### config.mk
export PLATFORM = sky130hd
export DESIGN_NAME = qtg_mul
export DESIGN_NICKNAME = d
export VERILOG_FILES = /design/src/rtl/qtg_pkg.sv /design/src/rtl/qtg_mul.sv
export SDC_FILE = /design/constraint.sdc
export NUM_CORES = 2
export LEC_CHECK = 0
export ABC_AREA = 1
export BUFFER_PORTS_ARGS = -buffer_cell sky130_fd_sc_hd__buf_2
export CAP_MARGIN = 15
export CORE_ASPECT_RATIO = 0.6
export CORE_UTILIZATION = 25
export CTS_CLUSTER_SIZE = 24
export DETAILED_ROUTE_END_ITERATION = 7
export GPL_ROUTABILITY_DRIVEN = 0
export GPL_TIMING_DRIVEN = 0
export PLACE_DENSITY_LB_ADDON = 0.2
export SYNTH_ARGS = -nofsm -noshare
export SYNTH_HDL_FRONTEND = slang
export SYNTH_SLANG_ARGS = --single-unit
### constraint.sdc
create_clock -name i_clk -period 12 [get_ports i_clk]
set_input_delay 0 -clock i_clk [delete_from_list [all_inputs] [get_ports i_clk]]
set_output_delay 0 -clock i_clk [all_outputs]
set_load 0.01 [all_outputs]
### src/rtl/qtg_pkg.sv
package qtg_pkg;

    // Default build values for the top-level parameters.
    localparam int MAX_POINTS_DEF = 16;
    localparam int FRAC_BITS_DEF  = 16;

    // Phase is carried with this many fraction bits.
    localparam int TAU_BITS = 32;

    // Internal values are signed 64-bit words saturated to +-(2^61 - 1).
    typedef logic signed [63:0] t_val;
    localparam t_val SAT_MAG = 64'sh1FFF_FFFF_FFFF_FFFF;

    // Largest waypoint time.
    localparam logic [30:0] TIME_MAX = 31'h7FFF_FFFF;

    // Item opcodes.
    localparam logic [1:0] OP_BEGIN  = 2'd0;
    localparam logic [1:0] OP_APPEND = 2'd1;
    localparam logic [1:0] OP_EVAL   = 2'd2;
    localparam logic [1:0] OP_TICK   = 2'd3;

    // Result status codes.
    localparam logic [1:0] ST_OK     = 2'd0;
    localparam logic [1:0] ST_NONPOS = 2'd1;
    localparam logic [1:0] ST_FULL   = 2'd2;
    localparam logic [1:0] ST_FEW    = 2'd3;

    // Configuration register indexes.
    localparam logic CFG_TIME_STEP = 1'b0;
    localparam logic CFG_ABS_TIMES = 1'b1;

    typedef struct packed {
        logic [1:0]         opcode;
        logic [30:0]        time_value;
        logic signed [31:0] position;
        logic signed [31:0] velocity;
        logic signed [31:0] acceleration;
    } t_in;

    typedef struct packed {
        logic signed [31:0] out_position;
        logic signed [31:0] out_velocity;
        logic signed [31:0] out_acceleration;
        logic [1:0]         status;
    } t_out;

    // Saturate a wide intermediate to the internal range.
    function automatic t_val f_clamp(input logic signed [69:0] x);
        t_val r;
        if (x > 70'(SAT_MAG)) begin
            r = SAT_MAG;
        end else if (x < -70'(SAT_MAG)) begin
            r = -SAT_MAG;
        end else begin
            r = x[63:0];
        end
        return r;
    endfunction

    // Saturating add.
    function automatic t_val f_sadd(input t_val a, input t_val b);
        return f_clamp(70'(a) + 70'(b));
    endfunction

    // Saturating multiply by a small signed factor.
    function automatic t_val f_smul(input t_val x, input logic signed [5:0] k);
        return f_clamp(70'(x) * 70'(k));
    endfunction

    // Halve, rounding half away from zero.
    function automatic t_val f_half(input t_val x);
        t_val r;
        if (x >= 0) begin
            r = (x + 64'sd1) >>> 1;
        end else begin
            r = -((-x + 64'sd1) >>> 1);
        end
        return r;
    endfunction

    // Saturate to a 32-bit result field.
    function automatic logic signed [31:0] f_out32(input t_val x);
        logic signed [31:0] r;
        if (x > 64'sd2147483647) begin
            r = 32'sh7FFF_FFFF;
        end else if (x < -64'sd2147483648) begin
            r = 32'sh8000_0000;
        end else begin
            r = x[31:0];
        end
        return r;
    endfunction

    // Horner chains: 0 position, 1 velocity numerator, 2 acceleration numerator.
    function automatic logic signed [5:0] f_kinit(input logic [1:0] ch);
        logic signed [5:0] k;
        case (ch)
            2'd1:    k = 6'sd5;
            2'd2:    k = 6'sd20;
            default: k = 6'sd1;
        endcase
        return k;
    endfunction

    function automatic logic signed [5:0] f_kstep(input logic [1:0] ch, input logic [2:0] s);
        logic signed [5:0] k;
        k = 6'sd1;
        if (ch == 2'd1) begin
            case (s)
                3'd1:    k = 6'sd4;
                3'd2:    k = 6'sd3;
                3'd3:    k = 6'sd2;
                default: k = 6'sd1;
            endcase
        end else if (ch == 2'd2) begin
            case (s)
                3'd1:    k = 6'sd12;
                3'd2:    k = 6'sd6;
                default: k = 6'sd2;
            endcase
        end
        return k;
    endfunction

    function automatic logic [2:0] f_nstep(input logic [1:0] ch);
        logic [2:0] n;
        case (ch)
            2'd1:    n = 3'd4;
            2'd2:    n = 3'd3;
            default: n = 3'd5;
        endcase
        return n;
    endfunction

endpackage

### src/rtl/qtg_mul.sv
// Scaled multiply: round(x * y / 2^sh) on magnitudes, half away from zero,
// saturated to the internal range. One 32x33 multiplier used twice.
module qtg_mul import qtg_pkg::*; #(
    parameter int FRAC_BITS = FRAC_BITS_DEF
) (
    input  logic        i_clk,
    input  logic        i_rst_n,
    input  logic        i_start,
    input  t_val        i_x,
    input  logic [32:0] i_y,
    input  logic        i_sh32,
    output logic        o_done,
    output t_val        o_res
);

    localparam int FW = 97;

    logic [2:0]    r_ph;
    logic          r_done;
    logic          r_neg;
    logic [60:0]   r_m;
    logic [32:0]   r_y;
    logic          r_sh32;
    logic [64:0]   r_lo;
    logic [64:0]   r_hi;
    logic [FW-1:0] r_full;
    t_val          r_res;

    logic [31:0]   mul_a;
    logic [64:0]   prod;
    t_val          x_abs;
    logic [FW-1:0] shifted;
    logic          rbit;
    logic [FW-1:0] rsum;
    t_val          mag;

    // Low word of the magnitude first, then the high word.
    assign mul_a = (r_ph == 3'd1) ? r_m[31:0] : {3'b0, r_m[60:32]};
    assign prod  = {33'b0, mul_a} * {32'b0, r_y};
    assign x_abs = (i_x < 0) ? -i_x : i_x;

    // Rescale, round and saturate the assembled product.
    always_comb begin
        shifted = r_sh32 ? (r_full >> TAU_BITS) : (r_full >> FRAC_BITS);
        rbit    = r_sh32 ? r_full[TAU_BITS-1] : r_full[FRAC_BITS-1];
        rsum    = shifted + FW'(rbit);
        mag     = (rsum > FW'(SAT_MAG)) ? SAT_MAG : t_val'(rsum[63:0]);
    end

    always_ff @(posedge i_clk) begin
        if (!i_rst_n) begin
            r_ph   <= 3'd0;
            r_done <= 1'b0;
        end else begin
            r_done <= 1'b0;
            case (r_ph)
                3'd0: begin
                    if (i_start) begin
                        r_ph <= 3'd1;
                    end
                end
                3'd4: begin
                    r_ph   <= 3'd0;
                    r_done <= 1'b1;
                end
                default: begin
                    r_ph <= r_ph + 3'd1;
                end
            endcase
        end
    end

    always_ff @(posedge i_clk) begin
        if (r_ph == 3'd0 && i_start) begin
            r_neg  <= i_x < 0;
            r_m    <= x_abs[60:0];
            r_y    <= i_y;
            r_sh32 <= i_sh32;
        end
        if (r_ph == 3'd1) begin
            r_lo <= prod;
        end
        if (r_ph == 3'd2) begin
            r_hi <= prod;
        end
        if (r_ph == 3'd3) begin
            r_full <= {r_hi, 32'b0} + FW'(r_lo);
        end
        if (r_ph == 3'd4) begin
            r_res <= r_neg ? -mag : mag;
        end
    end

    assign o_done = r_done;
    assign o_res  = r_res;

endmodule

## Word-level counts from Yosys, hierarchy flattened

Cells that the tools add are included.

- Multiply operators: 1
- Order comparisons: 2
- Muxes and demuxes: 9
- Reductions and logical operators: 2
- Equal/unequal tests: 5
- Add/subtract/negate cells: 5

Operators by type and width:

| kind | count |
|---|---|
| $mux 64 | 2 |
| $add 97x65->97 | 1 |
| $add 81x1->82 | 1 |
| $gt 82x61->1 const B | 1 |
| $mux 81 | 1 |
| $mul 32x33->65 | 1 |
| $lt 64x1->1 const B | 1 |
| $neg 64->64 | 1 |
| $mux 61 | 1 |
| $neg 61->61 | 1 |
| $mux 32 | 1 |
| $eq 3x2->1 const B | 2 |
| $pmux 3 s2 | 1 |
| $add 3x1->3 const B | 1 |
| $eq 3x1->1 const B | 1 |
| $eq 3x3->1 const B | 1 |
| $logic_not 3->1 | 1 |
| $mux 3 | 1 |
| $mux 1 | 2 |
| $ne 2x2->1 const B | 1 |
| $logic_and 1x1->1 | 1 |

- Bits of input ports: 101
- Flip-flop bits (word level): 391
- Output and inout port bits: 65
- Logic and storage cells: 34

## Logic depth before layout (Yosys ltp)

- Depth after elaboration: 6
- Gate-level depth with buffers: 39
- Gate-level depth less buffers: 37

## Worst setup path after synthesis

OpenSTA, ideal clock, no wires.

- Path type: register -> register
- Start: register r_ph[1]
- End: register r_hi[37] (data pin)
- Library setup time: 0.269 ns
- Cell stages (with the launch flop): 36
- Buffers on the path: 2
- Data required time: 11.731 ns
- Arrival: 9.256 ns
- Setup slack: 2.474 ns
- Period minus slack after synthesis: 9.526 ns
- Cells stage by stage: dfxtp_1 -> inv_1 -> ha_1 -> nand2_1 -> inv_1 -> clkbuf_1 -> or2_2 -> o21ai_0 -> inv_1 -> clkbuf_1 -> nand2_1 -> fa_1 -> inv_1 -> fa_1 -> fa_1 -> inv_1 -> fa_1 -> inv_1 -> fa_1 -> inv_1 -> fa_1 -> inv_1 -> fa_1 -> inv_1 -> fa_1 -> inv_1 -> ha_1 -> a21oi_1 -> o21ai_0 -> a21oi_1 -> o21ai_0 -> a21boi_0 -> o21ai_0 -> a21oi_1 -> o21ai_0 -> xor2_1

- Longest elaborated chain between the ends: 3

RTL lines:

| element | line | RTL |
|---|---|---|
| start, declared | qtg_mul.sv:18 | `logic [2:0] r_ph;` |
| start signal, assigned | qtg_mul.sv:67 | `r_ph <= r_ph + 3'd1;` |
| $eq 3x1->1 | qtg_mul.sv:38 | `assign mul_a = (r_ph == 3'd1) ? r_m[31:0] : {3'b0, r_m[60:32]};` |
| $mux 32 | qtg_mul.sv:38 |  |
| $mul 32x33->65 | qtg_mul.sv:39 | `assign prod = {33'b0, mul_a} * {32'b0, r_y};` |
| net prod[37] | qtg_mul.sv:30 | `logic [64:0] prod;` |
| end signal, assigned | qtg_mul.sv:84 | `r_hi <= prod;` |
| end, declared | qtg_mul.sv:25 | `logic [64:0] r_hi;` |

The timed path passes the listed nets, and every way through them passes these cells.
A chain may end at the register's enable or synchronous reset.

## Worst setup path in the final report

- Start: register r_ph[1]
- End: register r_lo[43] (data pin)

- Longest elaborated chain between the ends: 3

RTL lines:

| element | line | RTL |
|---|---|---|
| $eq 3x1->1 | qtg_mul.sv:38 |  |
| $mux 32 | qtg_mul.sv:38 |  |
| $mul 32x33->65 | qtg_mul.sv:39 |  |
| net prod[43] | qtg_mul.sv:30 |  |
| end signal, assigned | qtg_mul.sv:81 | `r_lo <= prod;` |
| end, declared | qtg_mul.sv:24 | `logic [64:0] r_lo;` |

The timed path passes the listed nets, and every way through them passes these cells.

==> reports/metrics.csv <==
stage,metric,value,unit
run_status,outcome,"complete, no violations",
synth,synth.distinct_cells,51,
sta,final_hold_viol_count,0,
sta,tns,0,ns
setup_path,r2r_setup_slack,0.05,ns
synth,synth_area_leaders,"fa_1 33%, edfxtp_1 19%, nand2_1 10%, inv_1 9.5%, ha_1 6.8%",
floorplanning,dieArea,227000,um^2
setup_path,rr_worst_depth,31,
detailed_routing,drtIter0Drc,6957,
sta,skew,0.0928,ns
min_path,hold_path.class,input pin to flop,
setup_path,cp-end-kind,flop,
min_path,holdPathStages,2,
sta,worst_slew_pin_slew,1.46,ns
detailed_routing,final_antenna_net_count,0,
clocking,root_buffer,clkbuf_16,
setup_path,crit_path_start_kind,flop,
detailed_routing,avgViaCountPerCell,4.94,
sta,relSlewSlack,2.79,%
sta,min_period,11.95,ns
final_layout,final_util,29.0,%
clocking,cts_sinks,361,
final_layout,n_fill_cell,24128,
sta,drv_slew,0,
synth,yosys_register_bits,361,
synth,synthTopCellsByCount,"1536 x nand2_1, 1421 x inv_1, 1001 x nor2_1",
setup_path,crit_path_frequent_cell,fa_1,
synth,synth_most_common_cell,nand2_1,
setup_path,crit_arrival,12.27,ns
global_route,grt_pass1_wl,368000,um
global_route,first_global_vias,50093,
synth,synth_edf_count,357,
placed_design,dp_hpwl,221000,um
floorplanning,die_w,615,um
sta,final.period_utilization,99.5,%
clocking,cts_setup_buffers,0,
synth,yosysSeqAreaShare,19.2,%
setup_path,reg2reg_from,r_ph[1],
detailed_routing,drcViolationCount,0,
final_layout,multi_input_area,39100,um^2
placed_design,place_area,61600,um^2
global_route,grt_max_degree,68,
floorplanning,rows,134,
floorplanning,core_area,223000,um^2
clocking,htreeDepth,2,
final_layout,regArea,10800,um^2
synth,synth_nets,8261,
synth,syn_area,56400,um^2
final_layout,finalInstanceArea,64700,um^2
floorplanning,io_pins,166,
detailed_routing,wl,261000,um
min_path,min_from,i_y[4],
synth,synth_top_area_cell,fa_1,
clocking,cts_tree,yes,
min_path,min_to,r_y[4],
floorplanning,dieHeight,370,um
clocking,clk_latency,0.70,ns
detailed_routing,vias,51116,
synth,ys_warn_count,0,
synth,ys.flop_type,edfxtp_1,
job,maxCapViolCount,0,
global_route,grt_usage,22.7,%
setup_path,slowest_delay,0.96,ns
setup_path,crit_type,flop to flop,
sta,rsz0062_at_grt,yes,
final_layout,area_delta_synth_final,14.7,%
synth,async_flop_share,0,%
clocking,cts_buffers,42,
placed_design,io_buffers,163,
detailed_routing,drtPass1Iterations,7,
clocking,clk_pin_slew_worst_paths,0.06,ns
final_layout,num-nets-final,8652,
floorplanning,initial_core_util,25.3,%
global_route,grt-ovfl-total,0,
setup_path,worstPathRequired,12.32,ns
detailed_routing,wl_per_cell,25.2,um
setup_path,crit_slowest_cell,buf_1,
clocking,clockBufferDepth,3,
sta,setup_viol_count_final,0,
final_layout,drive_above_1_share,6.26,%
synth,synth_top_area_share,32.9,%
global_route,antenna_found_initial,10,
setup_path,critPathMaxFanout,10,
synth,syn_inst,6927,
setup_path,r2r-end,r_lo[43],
synth,synth_area_per_cell,8.14,um^2
sta,max_freq,83.7,MHz
[cells by family after synthesis]
| family | synth area share (%) |
|---|---|
| AO/OA/AOI/OAI | 3.65 |
| XOR/XNOR | 4.30 |
| adder cells (fa/ha/maj) | 39.7 |
| buffers and inverters | 11.7 |
| flip-flops | 19.2 |
| AND/OR/NAND/NOR | 21.5 |
[critical path, delay by kind of cell, from the launching register on]
family / cells / cell delay (ns)
xor+xnor: 1 / 0.61
compound gates: 4 / 0.99
flops: 1 / 0.33
simple gates: 7 / 1.81
buf+inv: 9 / 2.62
fa+ha+maj: 10 / 5.15
[how the worst max path moves through the flow]
stage	cells past startpoint	slack [ns]	to	from
2_1_floorplan	35	2.47	r_hi[37]	r_ph[1]
3_3_place_gp	32	-2.87	r_lo[43]	r_ph[1]
3_5_place_dp	33	-0.65	r_lo[37]	r_ph[2]
4_1_cts	30	-0.005	r_hi[37]	r_ph[2]
5_1_grt	31	-0.07	r_lo[43]	r_ph[1]
6_report	31	0.05	r_lo[43]	r_ph[1]
[placed cells by master (no fill, tap or decap), types with 10 or more instances in the layout]
cell type      instances
xor2_1               196
buf_6                 30
clkbuf_1             172
fa_1                 927
a21oi_1              146
diode_2               10
inv_1               1420
nor2_2                25
nand3_1              176
buf_2                179
dlygate4sd3_1        140
clkinv_1              36
clkbuf_16             42
xnor2_1               81
buf_8                 21
or2_2                 32
nor4_1                28
nor2_1              1000
o21ai_0               80
nand2_1             1535
o21ai_1               28
nor3_1                58
o21ai_2               29
nand4_1               90
ha_1                 305
edfxtp_1             357
a31oi_1               33
buf_4                 16
inv_2                 18
o21a_1                10
[through the flow]
step / hold WS, ns / setup slack [ns] / cells
after floorplan: 0.0989 / 2.47 / 6927
after global placement: 0.180 / -2.87 / 10082
after detailed placement: 0.178 / -0.651 / 10119
after CTS: 0.00981 / -0.00537 / 10332
after global routing: 0.0345 / -0.0666 / 10343
final: 0.0456 / 0.0541 / 10353
[final cells by class]
cell class	count	area share, %
clock inverters	30	0.540
diodes	10	0.0387
inverters	1471	8.56
flip-flops and latches	361	16.7
clock buffers	47	1.65
multi-input cells	4862	60.4
repair buffers	352	4.62
well taps	2992	5.79
plain buffers	228	1.65
[state kept, by name (all words and copies together), names as in the netlist]
| signal | flops |
|---|---|
| r_neg | 1 |
| r_ph | 3 |
| o_res | 64 |
| o_done | 1 |
| r_lo | 50 |
| r_m | 61 |
| r_y | 33 |
| r_full | 82 |
| r_hi | 65 |
| r_sh32 | 1 |
[per-layer routing]
metal	vias to the layer above	GRT usage, %	share of wire [%]
met1	25794	34.9	47
met5	-	2.19	0.30
met2	3422	26.4	33
met4	18	3.04	1.4
met3	243	13.0	18
li1	21639	-	-
[what timing repair did]
action / in CTS / in global routing
pin swaps: 0 / 0
resized for setup: 8 / 17
hold endpoints to repair: 107 / 0
setup endpoints to repair: 44 / 54
hold buffers: 140 / 0
Power is not shown: default switching activity piles up to over one toggle a cycle in this logic, so the estimate is an artifact.
