<file path="config.mk">
export PLATFORM = sky130hd
export DESIGN_NAME = qtg_div
export DESIGN_NICKNAME = d
export VERILOG_FILES = /design/src/rtl/qtg_pkg.sv /design/src/rtl/qtg_div.sv
export SDC_FILE = /design/constraint.sdc
export NUM_CORES = 1
export LEC_CHECK = 0
export BUFFER_PORTS_ARGS = -buffer_cell sky130_fd_sc_hd__buf_2
export CORE_ASPECT_RATIO = 1.75
export CORE_MARGIN = 2
export CORE_UTILIZATION = 45
export CTS_CLUSTER_SIZE = 40
export DETAILED_ROUTE_END_ITERATION = 12
export PLACE_DENSITY = 0.68
export SYNTH_ARGS = -nofsm -noshare
export SYNTH_HDL_FRONTEND = slang
export SYNTH_SLANG_ARGS = --single-unit
export TNS_END_PERCENT = 5
</file>
<file path="constraint.sdc">
create_clock -name i_clk -period 3.7 [get_ports i_clk]
set_clock_uncertainty 0.1 [all_clocks]
set_input_delay 0.74 -clock i_clk [delete_from_list [all_inputs] [get_ports i_clk]]
set_output_delay 0.74 -clock i_clk [all_outputs]
set_load 0.01 [all_outputs]
</file>
<file path="src/rtl/qtg_pkg.sv">
package qtg_pkg;

    // Default build values for the top-level parameters.
    localparam int MAX_POINTS_DEF = 16;
    localparam int FRAC_BITS_DEF  = 16;

    // Phase is carried with this many fraction bits.
    localparam int TAU_BITS = 32;

    // Internal values are signed 64-bit words saturated to +-(2^61 - 1).
    typedef logic signed [63:0] t_val;
    localparam t_val SAT_MAG = 64'sh1FFF_FFFF_FFFF_FFFF;

    // Largest waypoint time.
    localparam logic [30:0] TIME_MAX = 31'h7FFF_FFFF;

    // Item opcodes.
    localparam logic [1:0] OP_BEGIN  = 2'd0;
    localparam logic [1:0] OP_APPEND = 2'd1;
    localparam logic [1:0] OP_EVAL   = 2'd2;
    localparam logic [1:0] OP_TICK   = 2'd3;

    // Result status codes.
    localparam logic [1:0] ST_OK     = 2'd0;
    localparam logic [1:0] ST_NONPOS = 2'd1;
    localparam logic [1:0] ST_FULL   = 2'd2;
    localparam logic [1:0] ST_FEW    = 2'd3;

    // Configuration register indexes.
    localparam logic CFG_TIME_STEP = 1'b0;
    localparam logic CFG_ABS_TIMES = 1'b1;

    typedef struct packed {
        logic [1:0]         opcode;
        logic [30:0]        time_value;
        logic signed [31:0] position;
        logic signed [31:0] velocity;
        logic signed [31:0] acceleration;
    } t_in;

    typedef struct packed {
        logic signed [31:0] out_position;
        logic signed [31:0] out_velocity;
        logic signed [31:0] out_acceleration;
        logic [1:0]         status;
    } t_out;

    // Saturate a wide intermediate to the internal range.
    function automatic t_val f_clamp(input logic signed [69:0] x);
        t_val r;
        if (x > 70'(SAT_MAG)) begin
            r = SAT_MAG;
        end else if (x < -70'(SAT_MAG)) begin
            r = -SAT_MAG;
        end else begin
            r = x[63:0];
        end
        return r;
    endfunction

    // Saturating add.
    function automatic t_val f_sadd(input t_val a, input t_val b);
        return f_clamp(70'(a) + 70'(b));
    endfunction

    // Saturating multiply by a small signed factor.
    function automatic t_val f_smul(input t_val x, input logic signed [5:0] k);
        return f_clamp(70'(x) * 70'(k));
    endfunction

    // Halve, rounding half away from zero.
    function automatic t_val f_half(input t_val x);
        t_val r;
        if (x >= 0) begin
            r = (x + 64'sd1) >>> 1;
        end else begin
            r = -((-x + 64'sd1) >>> 1);
        end
        return r;
    endfunction

    // Saturate to a 32-bit result field.
    function automatic logic signed [31:0] f_out32(input t_val x);
        logic signed [31:0] r;
        if (x > 64'sd2147483647) begin
            r = 32'sh7FFF_FFFF;
        end else if (x < -64'sd2147483648) begin
            r = 32'sh8000_0000;
        end else begin
            r = x[31:0];
        end
        return r;
    endfunction

    // Horner chains: 0 position, 1 velocity numerator, 2 acceleration numerator.
    function automatic logic signed [5:0] f_kinit(input logic [1:0] ch);
        logic signed [5:0] k;
        case (ch)
            2'd1:    k = 6'sd5;
            2'd2:    k = 6'sd20;
            default: k = 6'sd1;
        endcase
        return k;
    endfunction

    function automatic logic signed [5:0] f_kstep(input logic [1:0] ch, input logic [2:0] s);
        logic signed [5:0] k;
        k = 6'sd1;
        if (ch == 2'd1) begin
            case (s)
                3'd1:    k = 6'sd4;
                3'd2:    k = 6'sd3;
                3'd3:    k = 6'sd2;
                default: k = 6'sd1;
            endcase
        end else if (ch == 2'd2) begin
            case (s)
                3'd1:    k = 6'sd12;
                3'd2:    k = 6'sd6;
                default: k = 6'sd2;
            endcase
        end
        return k;
    endfunction

    function automatic logic [2:0] f_nstep(input logic [1:0] ch);
        logic [2:0] n;
        case (ch)
            2'd1:    n = 3'd4;
            2'd2:    n = 3'd3;
            default: n = 3'd5;
        endcase
        return n;
    endfunction

endpackage

</file>
<file path="src/rtl/qtg_div.sv">
// Restoring divider, one quotient bit per cycle. The quotient saturates
// to 2^61 - 1.
module qtg_div import qtg_pkg::*; #(
    parameter int DIVN_W = 63 + FRAC_BITS_DEF
) (
    input  logic              i_clk,
    input  logic              i_rst_n,
    input  logic              i_start,
    input  logic [DIVN_W-1:0] i_num,
    input  logic [30:0]       i_den,
    output logic              o_done,
    output logic [60:0]       o_quo
);

    localparam int CW = $clog2(DIVN_W + 1);

    logic              r_busy;
    logic              r_done;
    logic [CW-1:0]     r_cnt;
    logic [DIVN_W-1:0] r_num;
    logic [30:0]       r_rem;
    logic [30:0]       r_den;

    logic [31:0]       sh;
    logic [32:0]       diff;
    logic              ge;

    // Trial subtraction of the divisor from the shifted remainder.
    assign sh   = {r_rem, r_num[DIVN_W-1]};
    assign diff = {1'b0, sh} - {2'b0, r_den};
    assign ge   = !diff[32];

    always_ff @(posedge i_clk) begin
        if (!i_rst_n) begin
            r_busy <= 1'b0;
            r_done <= 1'b0;
        end else begin
            r_done <= 1'b0;
            if (!r_busy && i_start) begin
                r_busy <= 1'b1;
            end else if (r_busy && r_cnt == CW'(1)) begin
                r_busy <= 1'b0;
                r_done <= 1'b1;
            end
        end
    end

    always_ff @(posedge i_clk) begin
        if (!r_busy && i_start) begin
            r_num <= i_num;
            r_rem <= '0;
            r_den <= i_den;
            r_cnt <= CW'(DIVN_W);
        end else if (r_busy) begin
            r_rem <= ge ? diff[30:0] : sh[30:0];
            r_num <= {r_num[DIVN_W-2:0], ge};
            r_cnt <= r_cnt - CW'(1);
        end
    end

    assign o_done = r_done;
    assign o_quo  = (|r_num[DIVN_W-1:61]) ? '1 : r_num[60:0];

endmodule

</file>
# Yosys cells after proc, flatten, opt, wreduce, memory -nomap -nowiden
# Index checks and enable logic that the tools add are counted.
# word_totals
register_bits,150
inputBits,113
out_inout_bits,62
elab_cells,25
# op_classes
add_sub_neg,2
eq_ne,1
mux,7
bitwise,1
reduce_logical,8
# op_table
cell,count
$mux W79,2
$mux W61,1
$sub A32 B31 Y33,1
$mux W31,1
$reduce_or A18 Y1,1
$eq A7 B1 Y1 const B,1
$sub A7 B1 Y7 const B,1
$reduce_bool A2 Y1,2
$mux W1,3
$logic_and A1 B1 Y1,2
$logic_not A1 Y1,2
$reduce_or A2 Y1,1
$not A1 Y1,1

# Longest topological paths before layout
# Gate-level depths: netlist (run 1).
# depth
ltp_word,4
depth_mapped,13
depth_no_buf,11

# Worst setup path after synthesis (run 1)
# OpenSTA, ideal clock, no wires.
# synth_timing
path_type,input port to flip-flop
from,in i_start
to,reg r_num[0] (enable)
setup_time_ns,0.433
t_arrival_ns,2.754
t_required_ns,3.167
slack_ns,0.414
path_stages,4
n_path_buf,2
cell_sequence,nor2_1 clkbuf_1 clkbuf_1 inv_1
# synth_between
elab_chain_len,2
# synth_lines
element,line,text
"start, declared",qtg_div.sv:8,"input logic i_start,"
$logic_and A1 B1 Y1,qtg_div.sv:49,if (!r_busy && i_start) begin
$reduce_bool A2 Y1 (no line),-,
"end signal, assigned",qtg_div.sv:50,r_num <= i_num;
"end signal, assigned",qtg_div.sv:56,"r_num <= {r_num[DIVN_W-2:0], ge};"
"end, declared",qtg_div.sv:20,logic [DIVN_W-1:0] r_num;
# Every way passes these cells.
# A chain may end at the register's enable or synchronous reset.

# Worst setup path after layout (run 1)
# layout_timing
from,reg r_num[78]
to,reg r_rem[17]
# layout_between
elab_chain_len,2
# layout_lines
element,line,text
$sub A32 B31 Y33,qtg_div.sv:30,"assign diff = {1'b0, sh} - {2'b0, r_den};"
$mux W31,qtg_div.sv:55,r_rem <= ge ? diff[30:0] : sh[30:0];
"end signal, assigned",qtg_div.sv:55,
"end, declared",qtg_div.sv:21,logic [30:0] r_rem;
# Every way passes these cells.

==> results.md, run 1 <==
* CTS Hold Bufs at 0
* Sw Share at 34.3%
* CTS clock-pin slew for the worst setup and hold paths at 0.06 ns
* Row count at between 60 and 70
* EDFF count, synth at 110
* Placed Cells at 1267
* RSZ-0062 raised after global routing: no
* Leakage at 4.33 nW
* Top delay family on crit path: compound AO/OA/AOI/OAI gates
* Global-route usage over all layers at 21.3%
* Measured slew at the worst slew-check pin at 0.854 ns
* Worst Setup End Kind: flip-flop
* DRC Markers at 0
* Comb pwr share at 33.1%
* Max cap viols at 0
* Total gr overflow at 0
* Crit path cell chain: inv_1, ha_1, fa_1, nand2b_1, a21oi_1, o21ai_2, a31oi_2, o31ai_4, o21a_1, a32o_1, a31o_1
* Max Slew Vio Count at 0
* Yosys Warn Count at 0
* Top cells by area, synth: edfxtp_1, nand2_1, dfxtp_1
* Nets at 1199
* CP max stage delay at between 0.4 and 0.5 ns
* Synth Register Bits at 150
* Setup CP Type: reg2reg
* Antenna cells at 0
* DR WL/cell at 15.4 um
* Worst min-delay path category: in2reg
* Pre-Repair DR Iteration Count at 5
* Largest net degree at the start of global routing at 83
* Post-CTS Repair Setup Buffers at 0
* Initial antenna violation count at 0
* Port Buffers at approximately 170
* Via count at between 6k and 7k
* CP Max Fanout at 15
* CP Data Required Time at roughly 3.9 ns
* CP startpoint kind: flip-flop
* CTS H-tree lvls at 4
* Register area share after synthesis at 49.9%
* Async set-reset flop share out of synthesis at 0%
* Fillers at 1662
* Final Non-Filler Cells at roughly 1.3k
* Post-Syn Area at 8220 sq um
* Area of the multi-input gates at 3750 sq um
* CTS tree: done
* Post-cts resize count at 0
* Net Sw Power at 0.00212 W
* Ratio of cells with drive above 1 in the final layout at 22.0%
* VDD IR max at between 300 and 400 uV
* Via density at 5.25
* Die X at 106 um
* Post-Route WL at 20100 um
* Critical Path AT at 3.49 ns
* CTS buffer count at 17
* Ys flop type: edfxtp_1
* Commonest non-fill, non-tap cell in the layout: nand2_1
* DRT antenna net count at 0
* Part of the cycle the worst path needs at 88.0%
* Synth area leader: edfxtp_1
* Peak Freq at 307 MHz
* Syn_nets at 1041
* Crit path max-delay cell type: o21a_1
* Max transition margin at 43.1%
* Boundary pin count at ~180
* Synth unique cells at between 60 and 70
* HPWL after DPL at 14200 um
* Seq. cell area at between 4000 and 5000 sq um
* Final Hold Viols at 0
* Cell count after synthesis at 894
* Setup_tns at 0 ns
* Clock share of power at 28.8%
* Final Setup Violations at 0
* Clock Latency Late Sink at about 0.44 ns
* Mapped Avg Cell Area at 9.20 sq um
* Post-route minimum period at roughly 3.3 ns
* Area growth from synthesis to layout at 20.4%
* CTS Sinks at 150
* Final Wtd Congestion at 0.886
* Crit path buffers/inverters at 1
* Internal at 0.00405 W
* Most frequent cells in the layout: nand2_1, buf_2, edfxtp_1
* Global-route wire length before repair at about 33000 um
* Initial Util at between 40% and 50%
* DIE AREA at 19400 sq um
* Outcome: complete, no violations
* Sequential fraction of design power at around two fifths
* Die H at between 150 and 200 um
* Root Driver: clkbuf_16
* Core Area at approximately 18000 sq um
* Longest Clk Path Bufs at 2
* Vias in the first global route at 6909
* Pwr dens at 623 nW/um^2
* Share of the synthesized area in the top cell type at 40.2%
* Initial DRC count at about 340
-- per-stage QoR --
step	hold WS (ns)	cell area (sq um)	setup slack [ns]	utilization, %	power, W
5_1_grt	0.357	9900	0.217	55.1	0.00653
2_1_floorplan	0.355	8220	0.414	-	0.00393
3_5_place_dp	0.381	9300	0.450	51.7	0.00440
6_report	0.373	9900	0.443	55.1	0.00617
4_1_cts	0.362	9900	0.433	55.1	0.00620
3_3_place_gp	0.370	9300	0.531	51.7	0.00438
-- cell families after synthesis --
| group | Yosys count | synth area share [%] |
|---|---|---|
| and+or+nand+nor | 470 | 26.2 |
| DFF | 150 | 49.9 |
| AOI/OAI and AO/OA | 121 | 10.6 |
| buffers and inverters | 87 | 4.57 |
| adders and majority gates | 34 | 5.27 |
| xor gates and xnor gates | 28 | 2.98 |
| muxes | 4 | 0.502 |
-- final cells by class --
cell class / count / area share, %
repair buffers: 185 / 10.0
well taps: 234 / 2.96
flip-flops and latches: 150 / 41.5
clock inverters: 11 / 1.20
inverters: 41 / 1.58
clock buffers: 21 / 4.88
multi-input cells: 657 / 37.9
-- synthesized netlist by cell type, types with 2 or more instances --
cell and number:
nor4_1 4, o211ai_1 4, a21oi_1 27, a31o_1 4
a22o_1 2, nor2b_1 3, xnor2_1 18, buf_2 6
inv_1 40, o21bai_1 2, a31oi_1 5, or3_1 4
dfxtp_1 40, nor3b_1 3, and2_1 3, nand4_1 8
a32oi_1 7, a311oi_1 2, ha_1 33, o31ai_1 3
a211oi_1 8, o21ai_0 21, edfxtp_1 110, a21o_1 8
and3_1 2, o21a_1 6, mux2i_1 3, a32o_1 3
nor3_1 9, nand2b_1 68, nand2_1 275, o21ai_2 2
xor2_1 10, nor2_1 22, clkbuf_1 33, nand3_1 58
or4_1 2, buf_6 5, and3_4 2
-- power by group through the flow --
stage | clock (W) | sequential (W) | combinational [W]
2_1_floorplan | 0 | 0.00231 | 0.00162
3_3_place_gp | 0 | 0.00237 | 0.00201
3_5_place_dp | 0 | 0.00237 | 0.00203
4_1_cts | 0.00181 | 0.00235 | 0.00204
5_1_grt | 0.00186 | 0.00239 | 0.00227
6_report | 0.00178 | 0.00235 | 0.00205
-- layer usage --
| layer | track usage, % | wire length, um | up-vias |
|---|---|---|---|
| li1 | - | - | 3405 |
| met3 | 5.86 | 1050 | 36 |
| met4 | 8.53 | 471 | 0 |
| met2 | 39.4 | 10800 | 168 |
| met5 | 0 | 0 | - |
| met1 | 22.6 | 7720 | 3212 |
-- sequential cells by signal (all words and copies together), names as in the netlist --
| signal | cells |
|---|---|
| r_cnt | 7 |
| r_busy | 1 |
| r_num | 79 |
| o_done | 1 |
| r_rem | 31 |
| r_den | 31 |
-- final timing paths --
check,startpoint,endpoint,slack (ns),cells past startpoint
worst max-delay path,r_num[78],r_rem[17],0.44,11
worst min-delay path,i_den[30],r_den[30],0.37,1
worst max register to register,r_num[78],r_rem[17],0.44,11
worst min register to register,r_rem[14],r_rem[14],0.39,2
No activity file was read; power rests on OpenSTA's default activity.
==> run 2, diff against run 1 <==
Settings changed: CELL_PAD_IN_SITES_DETAIL_PLACEMENT set to 1, CELL_PAD_IN_SITES_GLOBAL_PLACEMENT set to 2, CORE_UTILIZATION 45 to 33, PLACE_DENSITY 0.68 to unset, PLACE_DENSITY_LB_ADDON set to 0.1.
==> run 2 against run 1 <==
  * Clock power grew 4%
  * Cell area rose by 1.6%
  * Setup slack gained 0.0064 ns
  * Fmax grew 0.20%
  * Largest power group unchanged
==> results.md, run 2 (same netlist as run 1, synthesis figures left out) <==
* Outcome: complete, no violations (unchanged)
* Pre-Repair DR Iteration Count at 5 (unchanged)
* CTS clock-pin slew for the worst setup and hold paths at 0.06 ns (about the same)
* Post-route minimum period at 3.25 ns (was 3.26 ns)
* Setup CP Type: reg2out (was reg2reg)
* CTS buffer count at 17 (unchanged)
* Initial DRC count at 276 (was 344)
* Final Setup Violations at 0 (unchanged)
* CP startpoint kind: flip-flop (unchanged)
* Commonest non-fill, non-tap cell in the layout: nand2_1 (unchanged)
* Comb pwr share at 34.0% (was 33.1%)
* Die H at 213 um (was 183 um)
* DRT antenna net count at 0 (unchanged)
* Largest reg by FF count: r_num (unchanged)
* Placed Cells at 1351 (was 1267)
* Most frequent cells in the layout: nand2_1, buf_2, edfxtp_1 (unchanged)
* HPWL after DPL at 17500 um (was 14200 um)
* Final Non-Filler Cells at 1383 (was 1299)
* RSZ-0062 raised after global routing: no (unchanged)
* Post-CTS Repair Setup Buffers at 0 (unchanged)
* Initial antenna violation count at 3 (was 0)
* Post-cts resize count at 0 (unchanged)
* Peak Freq at 308 MHz (was 307 MHz)
* Largest register FFs at 79 (unchanged)
* Ratio of cells with drive above 1 in the final layout at 22.6% (was 22.0%)
* Via density at 5.01 (was 5.25)
* Via count at 6929 (was 6821)
* CTS tree: done (unchanged)
* Leakage at 4.35 nW (was 4.33 nW)
* Final WS setup at 0.450 ns (was 0.443 ns)
* Part of the cycle the worst path needs at 87.8% (was 88.0%)
* DRC Markers at 0 (unchanged)
* Total gr overflow at 0 (unchanged)
* Net Sw Power at 0.00223 W (was 0.00212 W)
* Crit path max-delay cell type: or4_1 (was o21a_1)
* Clock Latency Late Sink at 0.44 ns (about the same)
* CTS Hold Bufs at 0 (unchanged)
* Longest Clk Path Bufs at 2 (unchanged)
* Setup_tns at 0 ns (unchanged)
* Largest net degree at the start of global routing at 83 (unchanged)
* Fillers at 2956 (was 1662)
* Clock share of power at 29.0% (was 28.8%)
* Vias in the first global route at 7573 (was 6909)
* Antenna cells at 0 (unchanged)
* VDD IR max at 384 uV (was 377 uV)
* Boundary pin count at 175 (unchanged)
* Row count at 76 (was 65)
* Port Buffers at 174 (unchanged)
* CP Data Required Time at 2.86 ns (was 3.93 ns)
* Nets at 1205 (was 1199)
* DIE AREA at 26200 sq um (was 19400 sq um)
* Place WS at 0.513 ns (was 0.450 ns)
* Sequential fraction of design power at 37.0% (was 38.1%)
* CTS Sinks at 150 (unchanged)
* Worst Setup End Kind: primary output (was flip-flop)
* Root Driver: clkbuf_16 (unchanged)
* Final Hold Viols at 0 (unchanged)
* Worst min-delay path category: in2reg (unchanged)
* Area growth from synthesis to layout at 22.4% (was 20.4%)
* Crit path cell chain: or4_1, nor4_2, buf_12, nand2b_1, buf_2 (was inv_1, ha_1, fa_1, nand2b_1, a21oi_1, o21ai_2, a31oi_2, o31ai_4, o21a_1, a32o_1, a31o_1)
* Max transition margin at 40.3% (was 43.1%)
* Pwr dens at 633 nW/um^2 (was 623 nW/um^2)
* CTS H-tree lvls at 4 (unchanged)
* Post-Route WL at 24200 um (was 20100 um)
* Global-route wire length before repair at 38500 um (was 32800 um)
* Initial Util at 33.5% (was 45.7%)
* Die X at 123 um (was 106 um)
* DR WL/cell at 17.5 um (was 15.4 um)
* CP Max Fanout at 61 (was 15)
* Max Slew Vio Count at 0 (unchanged)
* Max cap viols at 0 (unchanged)
* Largest regs: r_num: 79 flops, r_den: 31 flops, r_rem: 31 flops (unchanged)
* Core Area at 24500 sq um (was 18000 sq um)
* Final Wtd Congestion at 0.814 (was 0.886)
* Measured slew at the worst slew-check pin at 0.896 ns (was 0.854 ns)
* Sw Share at 35.1% (was 34.3%)
* Internal at 0.00413 W (was 0.00405 W)
* Global-route usage over all layers at 19.2% (was 21.3%)
* Critical Path AT at 2.41 ns (was 3.49 ns)
* CP max stage delay at 0.58 ns (was 0.41 ns)
==> run 2: power by group through the flow <==
| stage | clock network (W) | logic [W] | registers (W) |
|---|---|---|---|
| 2_1_floorplan | 0 | 0.00162 | 0.00231 |
| 3_3_place_gp | 0 | 0.00218 | 0.00239 |
| 3_5_place_dp | 0 | 0.00218 | 0.00239 |
| 4_1_cts | 0.00190 | 0.00220 | 0.00236 |
| 5_1_grt | 0.00196 | 0.00241 | 0.00240 |
| 6_report | 0.00185 | 0.00216 | 0.00236 |
==> run 2: critical path, delay by kind of cell (launching register included) <==
kind,cells,cell delay [ns]
flip-flops,1,0.39
AND/OR/NAND/NOR,3,1.06
buffers and inverters,2,0.48
==> run 2: final cells by class <==
cell class | count | area [sq um] | area share (%)
Timing Repair Buffer | 191 | 1040 | 10.3
Tap cell | 312 | 390 | 3.88
Sequential cell | 150 | 4110 | 40.8
Clock buffer | 20 | 467 | 4.64
Inverter | 41 | 158 | 1.57
Clock inverter | 12 | 151 | 1.50
Multi-Input combinational cell | 657 | 3750 | 37.3
==> run 2: final timing paths <==
path	from	endpoint	slack, ns	depth (start not counted)
max	r_num[75]	o_quo[26]	0.45	5
min	i_den[26]	r_den[26]	0.37	1
max reg2reg	r_num[78]	r_rem[24]	0.48	12
min reg2reg	r_rem[14]	r_rem[14]	0.39	2
==> run 2: stage by stage <==
| stage | power [W] | cell area [sq um] | util, % | hold slack (ns) |
|---|---|---|---|---|
| 2_1_floorplan | 0.00393 | 8220 | - | 0.355 |
| 3_3_place_gp | 0.00457 | 9440 | 38.5 | 0.373 |
| 3_5_place_dp | 0.00457 | 9440 | 38.5 | 0.383 |
| 4_1_cts | 0.00645 | 10100 | 41.0 | 0.343 |
| 5_1_grt | 0.00676 | 10100 | 41.0 | 0.342 |
| 6_report | 0.00637 | 10100 | 41.0 | 0.368 |
==> run 2: routing by layer <==
metal,global-route usage (%),up-vias,part of all wire [%]
met5,0,-,0.17
met3,6.97,38,5.8
li1,-,3405,-
met1,19.7,3337,37
met2,35.2,143,55
met4,6.70,6,2.1
==> run 3, diff against run 2 <==
Settings changed: CELL_PAD_IN_SITES_DETAIL_PLACEMENT 1 to 0, CELL_PAD_IN_SITES_GLOBAL_PLACEMENT 2 to 1, CORE_UTILIZATION 33 to 42.
==> run 3 against run 2 <==
  * Global-route usage rose by 2.0 points
  * Worst hold slack improved by 0.010 ns
  * Setup slack got worse by 0.031 ns
==> results.md, run 3 (same netlist as run 1, synthesis figures left out) <==
* CTS Sinks at 150 (unchanged)
* CTS Hold Bufs at 0 (unchanged)
* Peak Freq at 305 MHz (was 308 MHz)
* Largest net degree at the start of global routing at 83 (unchanged)
* Clock Latency Late Sink at 0.43 ns (was 0.44 ns)
* Ratio of cells with drive above 1 in the final layout at 22.4% (was 22.6%)
* Initial DRC count at 279 (was 276)
* Area growth from synthesis to layout at 20.5% (was 22.4%)
* Row count at 67 (was 76)
* Via count at 6688 (was 6929)
* Final Setup Violations at 0 (unchanged)
* VDD IR max at 325 uV (was 384 uV)
* Global-route usage over all layers at 21.3% (was 19.2%)
* Root Driver: clkbuf_16 (unchanged)
* CP Max Fanout at 14 (was 61)
* Final Wtd Congestion at 0.826 (was 0.814)
* Final Non-Filler Cells at 1315 (was 1383)
* Crit. Startpoint: r_num[78] (was r_num[75])
* R2R Setup Slk at 0.42 ns (was 0.48 ns)
* CTS tree: done (unchanged)
* Largest reg by FF count: r_num (unchanged)
* Longest Clk Path Bufs at 2 (unchanged)
* DIE AREA at 20800 sq um (was 26200 sq um)
* Pwr dens at 615 nW/um^2 (was 633 nW/um^2)
* Core Area at 19200 sq um (was 24500 sq um)
* Fin Hold WS at 0.378 ns (was 0.368 ns)
* Post-route minimum period at 3.28 ns (was 3.25 ns)
* Measured slew at the worst slew-check pin at 0.878 ns (was 0.896 ns)
* Leakage at 4.33 nW (was 4.35 nW)
* Post-CTS Repair Setup Buffers at 0 (unchanged)
* Max Slew Vio Count at 0 (unchanged)
* Initial Util at 42.8% (was 33.5%)
* Seq. cell area at 4110 sq um (unchanged)
* Total power at 0.00609 W (was 0.00637 W)
* CP Data Required Time at 3.93 ns (was 2.86 ns)
* CTS buffer count at 17 (unchanged)
* Port Buffers at 174 (unchanged)
* Global-route wire length before repair at 34100 um (was 38500 um)
* CTS H-tree lvls at 4 (unchanged)
* Initial antenna violation count at 5 (was 3)
* Vias in the first global route at 6910 (was 7573)
* Nets at 1205 (unchanged)
* Final Hold Viols at 0 (unchanged)
* Post-cts resize count at 0 (unchanged)
* DRT antenna net count at 0 (unchanged)
* Max cap viols at 0 (unchanged)
* Die X at 110 um (was 123 um)
* DR WL/cell at 16.2 um (was 17.5 um)
* CP startpoint kind: flip-flop (unchanged)
* Most frequent cells in the layout: nand2_1, buf_2, edfxtp_1 (unchanged)
* Reg2Reg Depth at 12 (unchanged)
* Part of the cycle the worst path needs at 88.7% (was 87.8%)
* Die H at 189 um (was 213 um)
* Crit path max-delay cell type: fa_1 (was or4_1)
* Setup CP Type: reg2reg (was reg2out)
* Commonest non-fill, non-tap cell in the layout: nand2_1 (unchanged)
* Top delay family on crit path: compound AO/OA/AOI/OAI gates (was simple AND/OR/NAND/NOR gates)
* Hold Path Sink: r_den[15] (was r_den[26])
* Boundary pin count at 175 (unchanged)
* HPWL after DPL at 15100 um (was 17500 um)
* Largest regs: r_num: 79 flops, r_den: 31 flops, r_rem: 31 flops (unchanged)
* Reg2reg end: r_rem[21] (was r_rem[24])
* Critical R2R Launch: r_num[78] (unchanged)
* Total gr overflow at 0 (unchanged)
* Fillers at 1888 (was 2956)
* Outcome: complete, no violations (unchanged)
* Placed Cells at 1280 (was 1351)
* Post-Route WL at 21300 um (was 24200 um)
* Via density at 5.09 (was 5.01)
* CTS clock-pin slew for the worst setup and hold paths at 0.07 ns (was 0.06 ns)
* DRC Markers at 0 (unchanged)
* Hold Crit Start: i_den[15] (was i_den[26])
* RSZ-0062 raised after global routing: no (unchanged)
* Crit path buffers/inverters at 2 (unchanged)
* Worst min-delay path category: in2reg (unchanged)
* Area of the multi-input gates at 3750 sq um (unchanged)
* Worst Setup End Kind: flip-flop (was primary output)
* Largest register FFs at 79 (unchanged)
* CP max stage delay at 0.38 ns (was 0.58 ns)
* Crit path depth at 12 (was 5)
* Pre-Repair DR Iteration Count at 4 (was 5)
* Setup_tns at 0 ns (unchanged)
* Max transition margin at 41.5% (was 40.3%)
* Critical Path AT at 3.51 ns (was 2.41 ns)
* Crit path cell chain: inv_1, ha_1, fa_1, nand2b_1, a21oi_1, o21ai_2, a31oi_2, o31ai_4, o21a_1, buf_12, a32o_1, a31o_1 (was or4_1, nor4_2, buf_12, nand2b_1, buf_2)
* Worst hold stages at 1 (unchanged)
==> run 3: cell count changes in the layout (fill, tap and decap cells not counted), sizes merged <==
| cell | change |
|---|---|
| bufinv | -2 |
| clkbuf | -1 |
| clkinv | +4 |
| clkinvlp | -2 |
| diode | +3 |
| inv | +1 |
==> run 3: layout make-up <==
| cell class | instances | share of cell area [%] |
|---|---|---|
| flip-flops and latches | 150 | 41.5 |
| diodes | 3 | 0.0758 |
| clock buffers | 19 | 4.37 |
| multi-input cells | 657 | 37.9 |
| inverters | 41 | 1.59 |
| well taps | 241 | 3.05 |
| clock inverters | 13 | 1.10 |
| repair buffers | 191 | 10.5 |
==> run 3: worst max path at each step <==
| stage | end | slack [ns] |
|---|---|---|
| floorplan | r_num[0] | 0.41 |
| global placement | r_rem[21] | 0.50 |
| detailed placement | r_rem[21] | 0.44 |
| CTS | r_rem[21] | 0.41 |
| global route | r_rem[21] | 0.18 |
| finish | r_rem[21] | 0.42 |
==> run 3: per-layer routing <==
layer  wire length (um)  share of wire, %  global-route usage (%)
met1               8390                39                    22.8
met2              11300                53                    38.7
met3               1250               5.9                    6.75
met4                320               1.5                    6.86
met5                 13             0.061                       0
==> run 3: where the power goes <==
group          switching [W]  internal [W]  total [W]  leakage [nW]
clock               0.000721      0.000920    0.00164         0.263
combinational        0.00122      0.000879    0.00210          2.63
sequential          0.000208       0.00214    0.00235          1.43
total                0.00215       0.00394    0.00609          4.33
==> run 3: through the flow <==
step	cell area [sq um]	worst slack, ns	util (%)
6_report	9900	0.419	51.6
5_1_grt	9900	0.178	51.6
4_1_cts	9890	0.406	51.5
3_5_place_dp	9350	0.436	48.7
3_3_place_gp	9350	0.501	48.7
2_1_floorplan	8220	0.414	-
